<file path="src/hw/rtl/icrs_pkg.sv">
`timescale 1ns / 1ps

package icrs_pkg;

    localparam int MAX_POSITIONS_DEF  = 1024;
    localparam int MAX_COVARIANCE_DEF = 16;

    localparam int POS_W       = 10;
    localparam int REQ_W       = 2;
    localparam int CFG_INDEX_W = 3;
    localparam int CFG_DATA_W  = 11;
    localparam int MPD_W       = 10;
    localparam int MHL_W       = 9;
    localparam int SEQ_W       = 11;
    localparam int LIST_CNT_W  = 11;
    localparam int COV_CNT_W   = 5;
    localparam int RES_W       = 11;
    localparam int SPAN_W      = 12;
    localparam int ARITH_W     = 14;
    localparam int S_TDATA_W   = 56;
    localparam int M_TDATA_W   = 24;

    localparam logic [REQ_W-1:0] REQ_LOAD_LIST = 2'd0;
    localparam logic [REQ_W-1:0] REQ_LOAD_HEAD = 2'd1;
    localparam logic [REQ_W-1:0] REQ_QUERY     = 2'd2;

    localparam logic [CFG_INDEX_W-1:0] CFG_MIN_PAIR_DISTANCE = 3'd0;
    localparam logic [CFG_INDEX_W-1:0] CFG_MIN_HELIX_LENGTH  = 3'd1;
    localparam logic [CFG_INDEX_W-1:0] CFG_SEQUENCE_LENGTH   = 3'd2;
    localparam logic [CFG_INDEX_W-1:0] CFG_LIST_COUNT        = 3'd3;
    localparam logic [CFG_INDEX_W-1:0] CFG_COVARIANCE_COUNT  = 3'd4;

    localparam logic [MPD_W-1:0] MPD_RESET = 10'd3;
    localparam logic [MHL_W-1:0] MHL_RESET = 9'd1;

    localparam logic [RES_W-1:0] NONE_VALUE = '1;

    typedef enum logic [1:0] {
        END_KEEP,
        END_FIT,
        END_CUR,
        END_RD
    } end_sel_t;

    typedef struct packed {
        logic     capture;
        logic     rec_scan;
        logic     fit;
        logic     next_idx;
        logic     next_hidx;
        end_sel_t end_sel;
        logic     load_out;
    } icrs_cmd_t;

    typedef struct packed {
        logic exists;
        logic list_empty;
        logic below;
        logic above;
        logic fit;
        logic last;
        logic cov_empty;
        logic head_hit;
        logic head_last;
        logic begin_set;
        logic out_free;
    } icrs_status_t;

endpackage

</file>
<file path="src/hw/rtl/icrs_ctrl.sv">
`timescale 1ns / 1ps

module icrs_ctrl (
    input  logic                        aclk,
    input  logic                        aresetn,
    input  logic                        in_valid,
    input  logic [icrs_pkg::REQ_W-1:0]  in_type,
    output logic                        in_ready,
    input  icrs_pkg::icrs_status_t      st,
    output icrs_pkg::icrs_cmd_t         cmd
);

    typedef enum logic [2:0] {
        ST_IDLE,
        ST_CHECK,
        ST_LIST_WAIT,
        ST_LIST_EVAL,
        ST_HEAD_WAIT,
        ST_HEAD_EVAL,
        ST_FINISH
    } state_t;

    state_t state_reg;
    state_t state_next;
    logic   ready_reg;

    always_comb begin
        state_next = state_reg;
        cmd        = '0;
        unique case (state_reg)
            ST_IDLE: begin
                if (in_valid && ready_reg && (in_type == icrs_pkg::REQ_QUERY)) begin
                    cmd.capture = 1'b1;
                    state_next  = ST_CHECK;
                end
            end
            ST_CHECK: begin
                if (st.exists && !st.list_empty) begin
                    state_next = ST_LIST_EVAL;
                end else begin
                    state_next = ST_FINISH;
                end
            end
            ST_LIST_WAIT: begin
                state_next = ST_LIST_EVAL;
            end
            ST_LIST_EVAL: begin
                cmd.rec_scan = 1'b1;
                priority if (st.above && !st.below) begin
                    if (st.begin_set) begin
                        cmd.end_sel = icrs_pkg::END_FIT;
                    end
                    state_next = ST_FINISH;
                end else if (st.fit && !st.below) begin
                    cmd.fit = 1'b1;
                    if (!st.cov_empty) begin
                        state_next = ST_HEAD_WAIT;
                    end else if (st.last) begin
                        cmd.end_sel = icrs_pkg::END_RD;
                        state_next  = ST_FINISH;
                    end else begin
                        cmd.next_idx = 1'b1;
                        state_next   = ST_LIST_WAIT;
                    end
                end else begin
                    if (st.last) begin
                        if (st.begin_set) begin
                            cmd.end_sel = icrs_pkg::END_RD;
                        end
                        state_next = ST_FINISH;
                    end else begin
                        cmd.next_idx = 1'b1;
                        state_next   = ST_LIST_WAIT;
                    end
                end
            end
            ST_HEAD_WAIT: begin
                state_next = ST_HEAD_EVAL;
            end
            ST_HEAD_EVAL: begin
                priority if (st.head_hit) begin
                    cmd.end_sel = icrs_pkg::END_CUR;
                    state_next  = ST_FINISH;
                end else if (!st.head_last) begin
                    cmd.next_hidx = 1'b1;
                    state_next    = ST_HEAD_WAIT;
                end else if (st.last) begin
                    cmd.end_sel = icrs_pkg::END_CUR;
                    state_next  = ST_FINISH;
                end else begin
                    cmd.next_idx = 1'b1;
                    state_next   = ST_LIST_WAIT;
                end
            end
            ST_FINISH: begin
                if (st.out_free) begin
                    cmd.load_out = 1'b1;
                    state_next   = ST_IDLE;
                end
            end
            default: begin
                state_next = ST_IDLE;
            end
        endcase
    end

    always_ff @(posedge aclk) begin
        if (!aresetn) begin
            state_reg <= ST_IDLE;
            ready_reg <= 1'b0;
        end else begin
            state_reg <= state_next;
            ready_reg <= (state_next == ST_IDLE);
        end
    end

    assign in_ready = ready_reg;

endmodule

</file>
<file path="config.mk">
export PLATFORM = sky130hd
export DESIGN_NAME = icrs_ctrl
export DESIGN_NICKNAME = d
export VERILOG_FILES = /design/src/hw/rtl/icrs_pkg.sv /design/src/hw/rtl/icrs_ctrl.sv
export SDC_FILE = /design/constraint.sdc
export NUM_CORES = 1
export LEC_CHECK = 0
export BUFFER_PORTS_ARGS = -buffer_cell sky130_fd_sc_hd__buf_2
export CAP_MARGIN = 20
export CORE_AREA = 2 2 39 41
export CTS_CLUSTER_DIAMETER = 100
export DETAILED_ROUTE_END_ITERATION = 16
export DIE_AREA = 0 0 41 43
export SYNTH_ARGS = -nofsm -noshare
export SYNTH_HDL_FRONTEND = slang
export SYNTH_SLANG_ARGS = --single-unit
</file>
<file path="constraint.sdc">
create_clock -name aclk -period 3.1 [get_ports aclk]
set_input_delay 0.62 -clock aclk [delete_from_list [all_inputs] [get_ports aclk]]
set_output_delay 0.62 -clock aclk [all_outputs]
set_load 0.05 [all_outputs]
</file>
-- Yosys cells after proc, flatten, opt, wreduce, memory -nomap -nowiden
Cells that the tools add are included.
- bits in registers: 4
- bits in latches: 0
- bits in writable memories: 0
- ROM bits: 0
- input bits: 16
- output and inout port bits: 9
- logic and storage cells: 54
- memories: 0
- $add $sub $neg: 0
- multipliers: 0
- div/mod/pow operators: 0
- $lt $le $gt $ge: 0
- eq/ne operators: 7
- shifts and indexed selects: 0
- multiplexer cells: 36
- bitwise logic cells: 0
- reductions and logical operators: 9
- operators by type and width (kind ; count):
    2-to-1 mux 3 bit ; 9
    2-to-1 mux 2 bit ; 12
    case mux 3 bit (7 select lines) ; 1
    2-to-1 mux 1 bit ; 12
    equality test 3 bit (second input constant) ; 3
    equality test 3 x 2 -> 1 bit (second input constant) ; 2
    zero test 3 bit ; 2
    logical AND 1 bit ; 5
    case mux 2 bit (2 select lines) ; 1
    equality test 3 x 1 -> 1 bit (second input constant) ; 1
    equality test 2 bit (second input constant) ; 1
    zero test 1 bit ; 2
    case mux 1 bit (2 select lines) ; 1

-- Longest topological paths before layout
- word-level depth: 6
- mapped depth: 5
- depth with buffers taken out: 4

-- Least setup slack after synthesis
Ideal clock, no wire load.
- kind: register -> output
- from: register state_reg[0]
- to: output port cmd[4] (netlist bit)
- data arrival time: 2.279 ns
- data required time: 2.480 ns
- slack: 0.201 ns
- stages on the path, launching flop included: 6
- buffers on the path: 1
- path through: dfxtp_1 > buf_4 > nand2_1 > nor2_1 > o21ai_0 > a21oi_1
- RTL lines (what ; line ; text):
    start, declared ; icrs_ctrl.sv:23 ; state_t state_reg;
    start signal, assigned ; icrs_ctrl.sv:112 ; state_reg <= state_next;
    end, declared ; icrs_ctrl.sv:10 ; output icrs_pkg::icrs_cmd_t cmd

==> out/metrics.cfg <==
[status]
outcome=finished clean

[clock_tree]
cts_buffers=3
clockBufferDepth=2
postCtsSetupBuffers=0
cts-resized-gates=0
cts_num_sinks=4
postCtsHoldBufs=0
clk_pin_slew_ps=40
cts_max_level=1
root_buffer=clkbuf_4
cts_tree=yes
clock_latency_ps=230

[place]
hpwl_um=844
gp_congestion=0.651
pre_cts_slack_ps=888
portBuffers=24

[synthesis]
synth_area_leaders=dfxtp_1, and2_1, nor2b_1
yosysSeqAreaShare_pct=18.6
ys.flop_type=dfxtp_1
yosysTopAreaCell=dfxtp_1
yosys_warnings=0
netlist.area_leader.share_pct=18.6
synth_edf_count=0
ys_seq_elements=4
ys_types=29
netlist_instances=56
avgSynthCellArea_sq_um=7.69
syn_area_sq_um=430
synth.most_common_cell=nor2_1
async_reset_ff_share_pct=0
syn-num-nets=72
yosys-top-cells-count=nor2_1, and2_1, dfxtp_1, nor2b_1

[detailed_routing]
drc_errors=0
vias_per_cell=5.25
finalWirelength_um=1070
vias=504
drt_iter0_drc=2
drt_pass1_iterations=2
wl_per_cell_um=11.1
drtAntennaViolNets=0

[worst_setup_path]
crit_fanout=12
crit_required_ps=2480
crit_path_max_incr_delay_ps=530
crit_path_cell_trace=nand2_1 > nor2_1 > o2111a_1 > o21bai_1 > buf_2
worstPathArrival_ps=1740
crit_type=reg2out
critPathSlowestCell=dfxtp_1
startpoint_type=flip-flop
cp-end-kind=output pin

[grt]
grt_pass1_vias=432
grt_max_degree=14
grt-ovfl-total=0
met1_usage_pct=15.4
grt_pass1_wl_um=1610
top_usage_layer=met2
antenna_found_initial=0
grtUsageTotal_pct=13.3
use_met2_pct=21.6
grt_use_met3_pct=1.57

[floorplan]
die_area_sq_um=1760
rows=14
ioPinCount=25
fp.dieH_um=43
dieWidth_um=41
coreArea_sq_um=1380
initial_utilization_pct=31.1

[timing]
period_minus_slack_ps=2360
fin_hold_ws_ps=627
final-hold-violation-count=0
grt_setup_unrepaired=no
fmax_mhz=423
worst_pin_slew_ps=362
clock_skew_ps=1.61
fin_crit_sh_pct=76.3
finalSetupViolCount=0
relSlewSlack_pct=75.7
setup_slack_ps=736
setup-tns-final_ps=0
final_max_slew_viol_count=0

[power_and_ir_drop]
p_seq_share_pct=34.4
power.switching_mw=0.172
combinationalPowerShare_pct=48.5
power.density_nw_per_um2=652
pwr-share-clk_pct=17.1
power.internal_mw=0.200
power.static_leakage_nw=0.278
switching_share_pct=46.2
total_power_mw=0.372
vdd_drop_max_mv=0.374

[layout]
drive_above_1_share_pct=38.8
diodes=0
final_nets=98
largest_reg_flops=3
n_fill_cell=149
synthToLayoutAreaGrowth_pct=32.6

[min_path]
worstHoldPathType=in2reg

[run]
drv_cap=0

[kinds of logic after synthesis]
kind of cell / after synthesis / synth area share [%]
simple gates: 31 / 45.6
buf+inv: 6 / 7.85
compound gates: 15 / 27.9
flops: 4 / 18.6
[final timing paths]
path / startpoint / to / slack [ps] / depth (start not counted)
worst max-delay path: state_reg[1] / cmd[2] / 740 / 5
worst min-delay path: aresetn / state_reg[0] / 630 / 2
worst max register to register: state_reg[1] / in_ready / 1660 / 4
worst min register to register: state_reg[2] / in_ready / 770 / 2
[per-layer routing]
metal | share of wire [%] | wire length (um) | up-vias
li1 | - | - | 256
met1 | 46 | 485 | 223
met2 | 43 | 461 | 23
met3 | 9.5 | 101 | 2
met4 | 1.6 | 17 | 0
met5 | 0 | 0 | -
[area by class of cell]
class	count	area, sq um	share of cell area, %
clock buffers	3	22.5	3.95
well taps	16	20.0	3.51
inverters	3	11.3	1.97
multi-input cells	46	317	55.5
flip-flops and latches	4	80.1	14.0
repair buffers	24	120	21.1
[layout by cell type (no fill, tap or decap), drive strengths merged]
cell,Yosys,routed
o221ai,2,2
or3b,1,1
and3,2,2
a41o,1,1
a21oi,3,3
o2111a,1,1
o22a,1,1
dfxtp,4,4
a21o,1,1
nor3,2,2
buf,3,24
nor4bb,1,1
nand4b,1,1
nand3b,2,2
nand2b,2,2
clkbuf,0,3
o311ai,1,1
and2,4,4
or2,1,1
o2bb2ai,1,1
nor2b,4,4
nor2,5,5
o21bai,1,1
o31ai,1,1
nor3b,2,2
nor4,2,2
o21ai,2,2
inv,3,3
nand2,2,2
[stage by stage]
| step | cells | cell area [sq um] | util (%) |
|---|---|---|---|
| 2_1_floorplan | 56 | 430 | - |
| 3_3_place_gp | 93 | 548 | 39.6 |
| 3_5_place_dp | 93 | 548 | 39.6 |
| 4_1_cts | 96 | 571 | 41.2 |
| 5_1_grt | 96 | 571 | 41.2 |
| 6_report | 96 | 571 | 41.2 |
[critical path: cells and delay by family, from the launching register on]
family | cells | cell delay, ps
and+or+nand+nor | 2 | 350
buffers and inverters | 1 | 270
DFF | 1 | 530
AOI/OAI and AO/OA | 2 | 360
[power by group through the flow]
stage | sequential [mW] | combinational, mW | clock [mW]
after floorplan | 0.111 | 0.168 | 0
after global placement | 0.127 | 0.180 | 0
after detailed placement | 0.128 | 0.183 | 0
after CTS | 0.127 | 0.183 | 0.0659
after global routing | 0.137 | 0.199 | 0.0687
final | 0.128 | 0.181 | 0.0636
Power figures use the tool's default switching activity.
